[config.mk]
export PLATFORM = sky130hd
export DESIGN_NAME = akf_divider
export DESIGN_NICKNAME = d
export VERILOG_FILES = /design/src/hdl/akf_pkg.sv /design/src/hdl/akf_divider.sv
export SDC_FILE = /design/constraint.sdc
export NUM_CORES = 1
export LEC_CHECK = 0
export BUFFER_PORTS_ARGS = -buffer_cell sky130_fd_sc_hd__buf_2
export CAP_MARGIN = 20
export CELL_PAD_IN_SITES_DETAIL_PLACEMENT = 0
export CELL_PAD_IN_SITES_GLOBAL_PLACEMENT = 1
export CORE_ASPECT_RATIO = 1.25
export CORE_MARGIN = 2
export CORE_UTILIZATION = 43
export DETAILED_ROUTE_END_ITERATION = 10
export HOLD_SLACK_MARGIN = 0.1
export PLACE_DENSITY_LB_ADDON = 0.25
export SLEW_MARGIN = 20
export SYNTH_ARGS = -nofsm -noshare
export SYNTH_HDL_FRONTEND = slang
export SYNTH_SLANG_ARGS = --single-unit
[constraint.sdc]
create_clock -name clk -period 3.6 [get_ports clk]
set_input_delay 0.18 -clock clk [delete_from_list [all_inputs] [get_ports clk]]
set_output_delay 0.18 -clock clk [all_outputs]
set_load 0.01 [all_outputs]
[src/hdl/akf_pkg.sv]
`timescale 1ns / 1ps
package akf_pkg;

    // Default number of fraction bits of the state and register format.
    localparam int FRAC_BITS_DEF = 16;

    // The time step always carries 16 fraction bits.
    localparam int DT_FRAC = 16;
    localparam int DT_W = 17;
    localparam logic [DT_W-1:0] DT_ONE = 17'd65536;
    localparam logic [DT_W-1:0] DT_DEFAULT = 17'd1311;

    // Width of the accumulation path in the write-back step.
    localparam int ACC_W = 66;

    localparam int CFG_IDX_W = 2;
    localparam logic [CFG_IDX_W-1:0] CFG_NOISE_ALT = 2'd0;
    localparam logic [CFG_IDX_W-1:0] CFG_NOISE_VEL = 2'd1;
    localparam logic [CFG_IDX_W-1:0] CFG_NOISE_MEAS = 2'd2;

    typedef enum logic [2:0] {
        ST_IDLE,
        ST_MUL,
        ST_WB,
        ST_DIV_START,
        ST_DIV_WAIT,
        ST_OUT
    } akf_state_t;

    typedef enum logic [3:0] {
        OP_ALT_P,
        OP_FP00,
        OP_FP01,
        OP_P00,
        OP_P10,
        OP_ALT_NEW,
        OP_VEL_NEW,
        OP_COV_AA,
        OP_COV_AV,
        OP_COV_VA,
        OP_COV_VV
    } akf_op_t;

    // Handshake between the sequencer and the divider.
    typedef struct packed {
        logic start;
    } akf_div_ctrl_t;

    typedef struct packed {
        logic busy;
        logic done;
    } akf_div_status_t;

    // Saturate a wide signed value to the signed 32-bit range.
    function automatic logic signed [31:0] sat32(input logic signed [ACC_W-1:0] v);
        logic [ACC_W-32:0] hi;
        hi = v[ACC_W-1:31];
        if ((&hi) || !(|hi)) begin
            return v[31:0];
        end
        return v[ACC_W-1] ? 32'sh80000000 : 32'sh7fffffff;
    endfunction

endpackage

[src/hdl/akf_divider.sv]
`timescale 1ns / 1ps
module akf_divider #(
    parameter int NUM_W = 49,
    parameter int DEN_W = 33
) (
    input  logic                      clk,
    input  logic                      rst_n,
    input  akf_pkg::akf_div_ctrl_t    ctrl,
    input  logic [NUM_W-1:0]          numerator,
    input  logic [DEN_W-1:0]          denominator,
    output akf_pkg::akf_div_status_t  status,
    output logic [NUM_W-1:0]          quotient
);
    import akf_pkg::*;

    localparam int CNT_W = $clog2(NUM_W + 1);

    // Restoring division, one quotient bit per cycle. The dividend shifts
    // out at the top while quotient bits shift in at the bottom.
    logic [NUM_W-1:0] num_reg, num_next;
    logic [DEN_W-1:0] rem_reg, rem_next;
    logic [DEN_W-1:0] den_reg;
    logic [CNT_W-1:0] cnt_reg, cnt_next;
    logic             busy_reg, busy_next;
    logic             done_reg, done_next;
    logic [DEN_W:0]   shifted;
    logic [DEN_W:0]   diff;

    always_comb
    begin
        shifted = {rem_reg, num_reg[NUM_W-1]};
        diff = shifted - {1'b0, den_reg};
        num_next = num_reg;
        rem_next = rem_reg;
        cnt_next = cnt_reg;
        busy_next = busy_reg;
        done_next = 1'b0;
        if (ctrl.start) begin
            num_next = numerator;
            rem_next = '0;
            cnt_next = CNT_W'(NUM_W);
            busy_next = 1'b1;
        end else if (busy_reg) begin
            if (!diff[DEN_W]) begin
                rem_next = diff[DEN_W-1:0];
            end else begin
                rem_next = shifted[DEN_W-1:0];
            end
            num_next = {num_reg[NUM_W-2:0], !diff[DEN_W]};
            cnt_next = cnt_reg - 1'b1;
            if (cnt_reg == CNT_W'(1)) begin
                busy_next = 1'b0;
                done_next = 1'b1;
            end
        end
    end

    always_ff @(posedge clk or negedge rst_n)
    begin
        if (!rst_n) begin
            cnt_reg <= '0;
            busy_reg <= 1'b0;
            done_reg <= 1'b0;
        end else begin
            cnt_reg <= cnt_next;
            busy_reg <= busy_next;
            done_reg <= done_next;
        end
    end

    always_ff @(posedge clk)
    begin
        num_reg <= num_next;
        rem_reg <= rem_next;
        if (ctrl.start) begin
            den_reg <= denominator;
        end
    end

    assign quotient = num_reg;
    assign status.busy = busy_reg;
    assign status.done = done_reg;

endmodule
### Yosys cells after proc, flatten, opt, wreduce, memory -nomap -nowiden

Index checks and enable logic that the tools add are counted.

* $add $sub $neg: 2
* equality and inequality tests: 1
* muxes and demuxes: 11
* reductions and logical operators: 2

Operators by type and width (count)
* $mux 49: 2
* $sub 34x33->34: 1
* $mux 33: 1
* $mux 6: 2
* $eq 6x1->1 const B: 1
* $mux 1: 6
* $sub 6x1->6 const B: 1
* $reduce_bool 2->1: 1
* $logic_not 1->1: 1

* flip-flop bits (word level): 123
* output and inout bits: 51

### Logic depth before layout (Yosys ltp)

Gate-level depths: netlist of the first run.

* depth after elaboration: 4
* mapped depth: 14
* depth with buffers taken out: 12

### Worst setup path after synthesis of the first run

Ideal clock, no wire load.

* path type: reg-to-reg
* from: register den_reg[14]
* to: register rem_reg[29]
* data arrival time: 2842 ps
* data required time: 3509 ps
* slack: 667 ps
* stages on the path, launching flop included: 13
* period minus slack after synthesis: 2933 ps
* cells stage by stage: edfxtp_1 -> inv_1 -> ha_1 -> a21o_1 -> a21o_1 -> a21o_1 -> a211o_1 -> o21bai_4 -> a211oi_2 -> o21a_1 -> buf_6 -> or4_1 -> a311oi_1

* longest elaborated chain between the ends: 2

Ends and longest elaborated chain
* start: declaration: RTL line akf_divider.sv:22 `logic [DEN_W-1:0] den_reg;`
* start signal: assignment: RTL line akf_divider.sv:76 `den_reg <= denominator;`
* $sub 34x33->34: RTL line akf_divider.sv:32 `diff = shifted - {1'b0, den_reg};`
* $mux 33: RTL line akf_divider.sv:44 `if (!diff[DEN_W]) begin`
* end signal: assignment: RTL line akf_divider.sv:74 `rem_reg <= rem_next;`
* end: declaration: RTL line akf_divider.sv:21 `logic [DEN_W-1:0] rem_reg, rem_next;`

Every way passes these cells.
A chain may end at the register's enable or synchronous reset.

### Worst setup path after layout of the first run

Ends and elaborated chain as after synthesis.

==> results.md, run 1 <==
- Core Rows: 51
- Post-synthesis compound-gate area fraction: 0.1653
- WL/cell: 17.03 um
- Die Y: 145.2 um
- P&R area growth vs syn: 34.03%
- First-pass GRT wire length: 30.09 mm
- Least-Margin Pin Slew: 691.9 ps
- P_sw: 2089 uW
- Reg2Reg Setup Slack: 330 ps
- Hold WS: 137.9 ps
- Final Max Slew Viols: 0
- Post-synthesis area per instance: 10.53 um2
- Worst path arrival time: 3610 ps
- Share of layout cells above drive strength 1: 0.2761
- Peak supply drop: 382.8 uV
- Top_reg_cell synth: edfxtp_1
- Relative slew slack: 0.5326
- Largest net degree at the start of global routing: 50
- Filler Cell Count: 1367
- Dpl hpwl: 12.66 mm
- R2r endpoint: rem_reg[29]
- Via density: 5.337
- # nets final: 988
- Port bufs: 135
- First-pass DRT Iterations: 5
- GRT Resource Usage Total: 0.2271
- Final Cycle Share: 0.9089
- CTS tree: done
- Clk root buf: clkbuf_16
- Critical path origin: den_reg[14]
- Routed via count: 5828
- Syn Nets: 772
- Design Area, Final: 9190 um2
- Endpoints failing setup: 0
- Clock Sinks: 123
- Core ar.: 15570 um2
- Antenna Cells: 0
- I/O Pins: 136
- Max Clock Freq: 305.6 MHz
- Largest family of logic cells by synthesized area: compound AO/OA/AOI/OAI gates
- Gate power share: 0.374
- Global route total overflow: 0
- Final Hold Fails: 0
- Lkg Pwr: 0.004025 uW
- Synth Area in Simple Gates: 0.1215
- Critical path endpoint category: flip-flop
- Asr flop ratio synth: 0.06504
- Die W: 116.9 um
- Post-DRT Antenna Nets: 0
- Clk pwr share: 0.290
- Placed cell area: 7772 um2
- Clock Latency Late Sink: 420 ps
- DRC violations left: 0
- Met2 WL: 9.543 mm
- TritonCTS Buffers: 17
- Wirelength, routed: 18.59 mm
- Seq pwr share: 0.335
- Reg clk slew, reported paths: 60 ps
- Synthesized flop and latch total: 123
- Post-synth EDFFs: 82
- Synthesized area: 6857 um2
- Pint: 3812 uW
- P per Cell Area: 642.1 nW/um2
- Max Used Layer: met4
- Initial DRC count: 408
- Htree depth: 4
- XOR/XNOR Fraction of Synth Area: 0.03193
- Mux cell area share after synthesis: 0.08175
- Fin Clk Skew: 9.935 ps
- Switching Share: 0.3540
- Max-Cap Viols: 0
- Largest register FFs: 49
- CP startpoint kind: flip-flop
- Critical R2R Launch: den_reg[14]
- Metal-1 WL: 7.709 mm
- Critical path required time: 3940 ps
- Status: finished, final reports clean
- Util after Layout: 0.5902
- Die footprint: 16980 um2
- Met3 WL: 834 um
- Initial antenna violation count: 0
- Global placer's final weighted congestion: 0.8416
- Min-delay worst type: in -> async
- Critical Setup Path Class: reg -> reg
- Reg2reg path depth: 11
- Netlist cell types: 60
- Starting density of the core: 0.4404
- Post-synthesis sequential area ratio: 0.4847
- Crit path max fanout: 22
- Vias in the first global route: 6076
- Mapped Cells: 651
- Bufs on Longest Clock Path: 2
- Post-Synth Adder-Cell Area: 0.06679
- Synth warn: 0
- Final min period: 3272 ps
- Critical path destination: rem_reg[29]
==> power groups by stage <==
stage	clock, uW	sequential [uW]	combinational [uW]
global placement	0	1990	2080
finish	1710	1980	2210
detailed placement	0	2000	2110
CTS	1740	1980	2200
floorplan	0	1970	1550
global route	1810	2010	2460
==> timing repair <==
action                                  CTS  global route
gates resized for setup                   0             2
endpoints found under the setup margin    0            15
hold buffers                             82             0
hold endpoints to repair                 89             0
setup buffers                             0             0
==> area by class of cell <==
type                       count  area [um2]  area share
multi-input combinational    446        3221      0.3504
inverter                      46       172.7     0.01879
sequential                   123        3323      0.3616
clock buffer                  17       425.4     0.04629
tap                          212       265.3     0.02886
timing repair buffer         233        1619      0.1762
clock inverter                15       163.9     0.01784
==> Yosys cell counts, drive strengths merged (21+ instances only) <==
library cell | n | share of area
edfxtp | 82 | 0.36
nand2 | 38 | 0.021
a21oi | 31 | 0.023
inv | 45 | 0.025
mux2 | 48 | 0.079
nand3 | 26 | 0.019
clkbuf | 23 | 0.013
dfxtp | 33 | 0.096
o21ai | 38 | 0.028
ha | 35 | 0.064
nor2 | 55 | 0.030
a21o | 25 | 0.027
a311oi | 21 | 0.027
==> stage by stage <==
| stage | power (uW) | setup WS, ps | setup TNS [ps] | cells |
|---|---|---|---|---|
| finish | 5901 | 327.8 | 0 | 1092 |
| global route | 6282 | -0.3935 | -0.3935 | 1092 |
| CTS | 5914 | 117.5 | 0 | 1092 |
| detailed placement | 4109 | 159.7 | 0 | 978 |
| global placement | 4071 | 258.1 | 0 | 978 |
| floorplan | 3511 | 667.1 | 0 | 651 |
==> placed cells by master (no fill, tap or decap), types with 6 or more instances in the layout <==
master | Yosys | routed
edfxtp_1 | 82 | 82
nand2b_1 | 6 | 6
o21ai_0 | 36 | 36
clkbuf_16 | 0 | 17
nor3_1 | 9 | 8
nand3_1 | 26 | 26
xor2_1 | 7 | 7
nor2_1 | 55 | 55
o211ai_1 | 7 | 7
buf_4 | 2 | 17
xnor2_1 | 18 | 18
a311oi_1 | 21 | 21
dfrtp_1 | 8 | 8
dlygate4sd3_1 | 0 | 82
buf_2 | 5 | 134
nand2_1 | 38 | 38
mux2_2 | 48 | 48
a21o_1 | 25 | 25
a21oi_1 | 31 | 31
ha_1 | 35 | 35
nand4_1 | 7 | 7
inv_1 | 45 | 44
dfxtp_1 | 33 | 33
==> how the worst min path moves through the flow <==
stage	end	cells past startpoint
2_1_floorplan	busy_reg	0
3_3_place_gp	done_reg	1
3_5_place_dp	done_reg	1
4_1_cts	done_reg	2
5_1_grt	done_reg	2
6_report	done_reg	2
==> per-layer routing <==
layer  track usage  vias to the layer above
met5             0                        -
met4       0.08471                        0
met3       0.05723                       33
met2        0.3965                      161
met1        0.2630                     2783
li1              -                     2851
==> worst max-delay path, cell delays in order, from the launching register on <==
cell	delay (ps)
edfxtp_1	350
inv_1	80
ha_1	290
a21o_1	200
a21o_1	170
a21o_1	190
a211o_1	360
o21bai_4	180
a211oi_2	140
o21a_2	390
or4_1	570
a311oi_1	260
==> cell families (layout without fill, tap and decap cells) <==
family	count (synthesis)	after routing
compound gates	163	163
flops	123	123
mux	50	50
xor+xnor	25	25
simple gates	172	172
buf+inv	82	311
fa+ha+maj	36	36
(Power assumes the default switching activity.)
==> run 2, diff against run 1 <==
- CORE_ASPECT_RATIO: 1.25 -> 1.4
- CORE_UTILIZATION: 43 -> 45
- CTS_BUF_LIST: default -> sky130_fd_sc_hd__clkbuf_8
- TNS_END_PERCENT: default -> 30
==> results.md, run 2 (synthesis gave the netlist of run 1 again) <==
- Status: finished, final reports clean (unchanged)
- Max-Cap Viols: 0 (unchanged)
- Worst path arrival time: 3530 ps (was 3610 ps)
- R2r endpoint: quotient[0] (was rem_reg[29])
- Max Clock Freq: 302.8 MHz (was 305.6 MHz)
- First-pass GRT wire length: 28.57 mm (was 30.09 mm)
- P_sw: 2059 uW (was 2089 uW)
- CP max stage delay: 440 ps (was 570 ps)
- Most frequent cells in the layout: 134 x buf_2, 83 x dlygate4sd3_1, 82 x edfxtp_1 (was 134 x buf_2, 82 x edfxtp_1, 82 x dlygate4sd3_1)
- Die W: 108.3 um (was 116.9 um)
- Final Hold Fails: 0 (unchanged)
- Pint: 3278 uW (was 3812 uW)
- Post-DRT Antenna Nets: 0 (unchanged)
- Peak supply drop: 326.1 uV (was 382.8 uV)
- Hold Path Origin: numerator[0]
- Critical Setup Path Class: reg -> reg (unchanged)
- Share of layout cells above drive strength 1: 0.2770 (was 0.2761)
- Relative slew slack: 0.3366 (was 0.5326)
- Crit path max-delay family: compound AO/OA/AOI/OAI gates (unchanged)
- CP startpoint kind: flip-flop (unchanged)
- Most common cell after layout, fill and taps aside: buf_2 (unchanged)
- Wirelength, routed: 18.00 mm (was 18.59 mm)
- TritonCTS Buffers: 17 (unchanged)
- DRC violations left: 0 (unchanged)
- Endpoints failing setup: 0 (unchanged)
- CP most frequent cell: a211oi_2 (was a21o_1)
- Setup TNS: 0 ps (unchanged)
- Crit path max fanout: 8 (was 22)
- Bufs on Longest Clock Path: 2 (unchanged)
- Routed via count: 5820 (was 5828)
- P&R area growth vs syn: 30.51% (was 34.03%)
- Clock Sinks: 123 (unchanged)
- Bufs and invs on worst path: 1 (unchanged)
- Via density: 5.424 (was 5.337)
- Critical path required time: 3830 ps (was 3940 ps)
- Largest register FFs: 49 (unchanged)
- Setup bufs post-CTS: 0 (unchanged)
- RSZ-0062 raised after global routing: false
- Min-delay worst type: in -> reg (was in -> async)
- Antenna Cells: 0 (unchanged)
- Final Max Slew Viols: 0 (unchanged)
- I/O Pins: 136 (unchanged)
- Clk pwr share: 0.219 (was 0.290)
- Gate power share: 0.410 (was 0.374)
- Dpl hpwl: 12.29 mm (was 12.66 mm)
- Clk root buf: clkbuf_8 (was clkbuf_16)
- Port bufs: 135 (unchanged)
- GRT Resource Usage Total: 0.2253 (was 0.2271)
- Largest net degree at the start of global routing: 56 (was 50)
- Switching Share: 0.3858 (was 0.3540)
- Clock Latency Late Sink: 460 ps (was 420 ps)
- Filler Cell Count: 1264 (was 1367)
- # nets final: 989 (was 988)
- Initial antenna violation count: 0 (unchanged)
- Core ar.: 14990 um2 (was 15570 um2)
- Worst-path cell chain: inv_1 > ha_1 > nor2b_1 > o2111ai_1 > a21o_1 > a211oi_2 > o21bai_4 > a211oi_2 > or3_1 > nand2_1 > o21ai_0 (was inv_1 > ha_1 > a21o_1 > a21o_1 > a21o_1 > a211o_1 > o21bai_4 > a211oi_2 > o21a_2 > or4_1 > a311oi_1)
- Critical path endpoint category: flip-flop (unchanged)
- Core Rows: 53 (was 51)
- Worst hold path stage count: 3
- Vias in the first global route: 5925 (was 6076)
- Reg2Reg Setup Slack: 300 ps (was 330 ps)
- P per Cell Area: 596.4 nW/um2 (was 642.1 nW/um2)
- Hold worst-path end: quotient[0]
- Starting density of the core: 0.4575 (was 0.4404)
- Crit-path slowest cell: a211oi_2 (was or4_1)
- First-pass DRT Iterations: 5 (unchanged)
- Util after Layout: 0.5971 (was 0.5902)
- Least-Margin Pin Slew: 991.4 ps (was 691.9 ps)
- Initial DRC count: 269 (was 408)
- WL/cell: 16.77 um (was 17.03 um)
- Reg clk slew, reported paths: 80 ps (was 60 ps)
- Critical R2R Launch: den_reg[1] (was den_reg[14])
- Global placer's final weighted congestion: 0.8199 (was 0.8416)
- Fin Clk Skew: 14.39 ps (was 9.935 ps)
- Die footprint: 16250 um2 (was 16980 um2)
- Reg2reg path depth: 11 (unchanged)
- CTS tree: done (unchanged)
- Die Y: 150.1 um (was 145.2 um)
- Final min period: 3303 ps (was 3272 ps)
- Final Cycle Share: 0.9175 (was 0.9089)
- Seq pwr share: 0.370 (was 0.335)
- Lkg Pwr: 0.003927 uW (was 0.004025 uW)
- Htree depth: 4 (unchanged)
- Global route total overflow: 0 (unchanged)
[run 2: final cells by class]
class	instances	area, um2	area share
Inverter	46	172.7	0.01930
Sequential cell	123	3323	0.3714
Clock inverter	15	128.9	0.01440
Tap cell	192	240.2	0.02685
Multi-Input combinational cell	446	3221	0.3599
Timing Repair Buffer	234	1629	0.1820
Clock buffer	17	234.0	0.02615
[run 2: repair_timing]
| action | 4_1_cts | 5_1_grt |
|---|---|---|
| resized for setup | 0 | 2 |
| hold buffers | 83 | 0 |
| endpoints found under the hold margin | 89 | 0 |
| endpoints found under the setup margin | 0 | 1 |
[run 2: per-layer routing]
metal,track usage,part of all wire
met5,0,0
met3,0.05183,0.046
met2,0.4057,0.53
met4,0.08718,0.023
met1,0.2557,0.41
[run 2: power by group through the flow]
stage                     clock network [uW]  logic, uW  registers [uW]
after detailed placement                   0       2090            2000
after global placement                     0       2060            2000
after floorplan                            0       1550            1970
after CTS                               1200       2180            1970
after global routing                    1260       2450            2010
final                                   1170       2190            1980
[run 2: worst max-delay path by stage]
| stage | slack (ps) | end | from | cells after the start |
|---|---|---|---|---|
| 4_1_cts | 280 | rem_reg[23] | den_reg[14] | 12 |
| 2_1_floorplan | 670 | rem_reg[29] | den_reg[14] | 12 |
| 3_3_place_gp | 380 | rem_reg[19] | den_reg[14] | 12 |
| 5_1_grt | 50 | rem_reg[20] | den_reg[1] | 12 |
| 3_5_place_dp | 280 | rem_reg[23] | den_reg[14] | 12 |
| 6_report | 300 | quotient[0] | den_reg[1] | 11 |
[run 2: stage by stage]
step | setup slack (ps) | std cells | hold WS, ps | cell area (um2) | total power, uW
final | 297.0 | 1073 | 171.7 | 8949 | 5337
after global routing | 49.39 | 1073 | 168.7 | 8949 | 5714
after CTS | 280.1 | 1073 | 134.6 | 8941 | 5355
after detailed placement | 284.3 | 958 | 33.43 | 7747 | 4093
after global placement | 378.4 | 958 | 27.11 | 7747 | 4062
after floorplan | 667.1 | 651 | -115.6 | 6857 | 3511
[run 2: tightest hold or removal path: stages]
cell	delay, ps
buf_2	80
nand2_1	60
o21ai_0	150
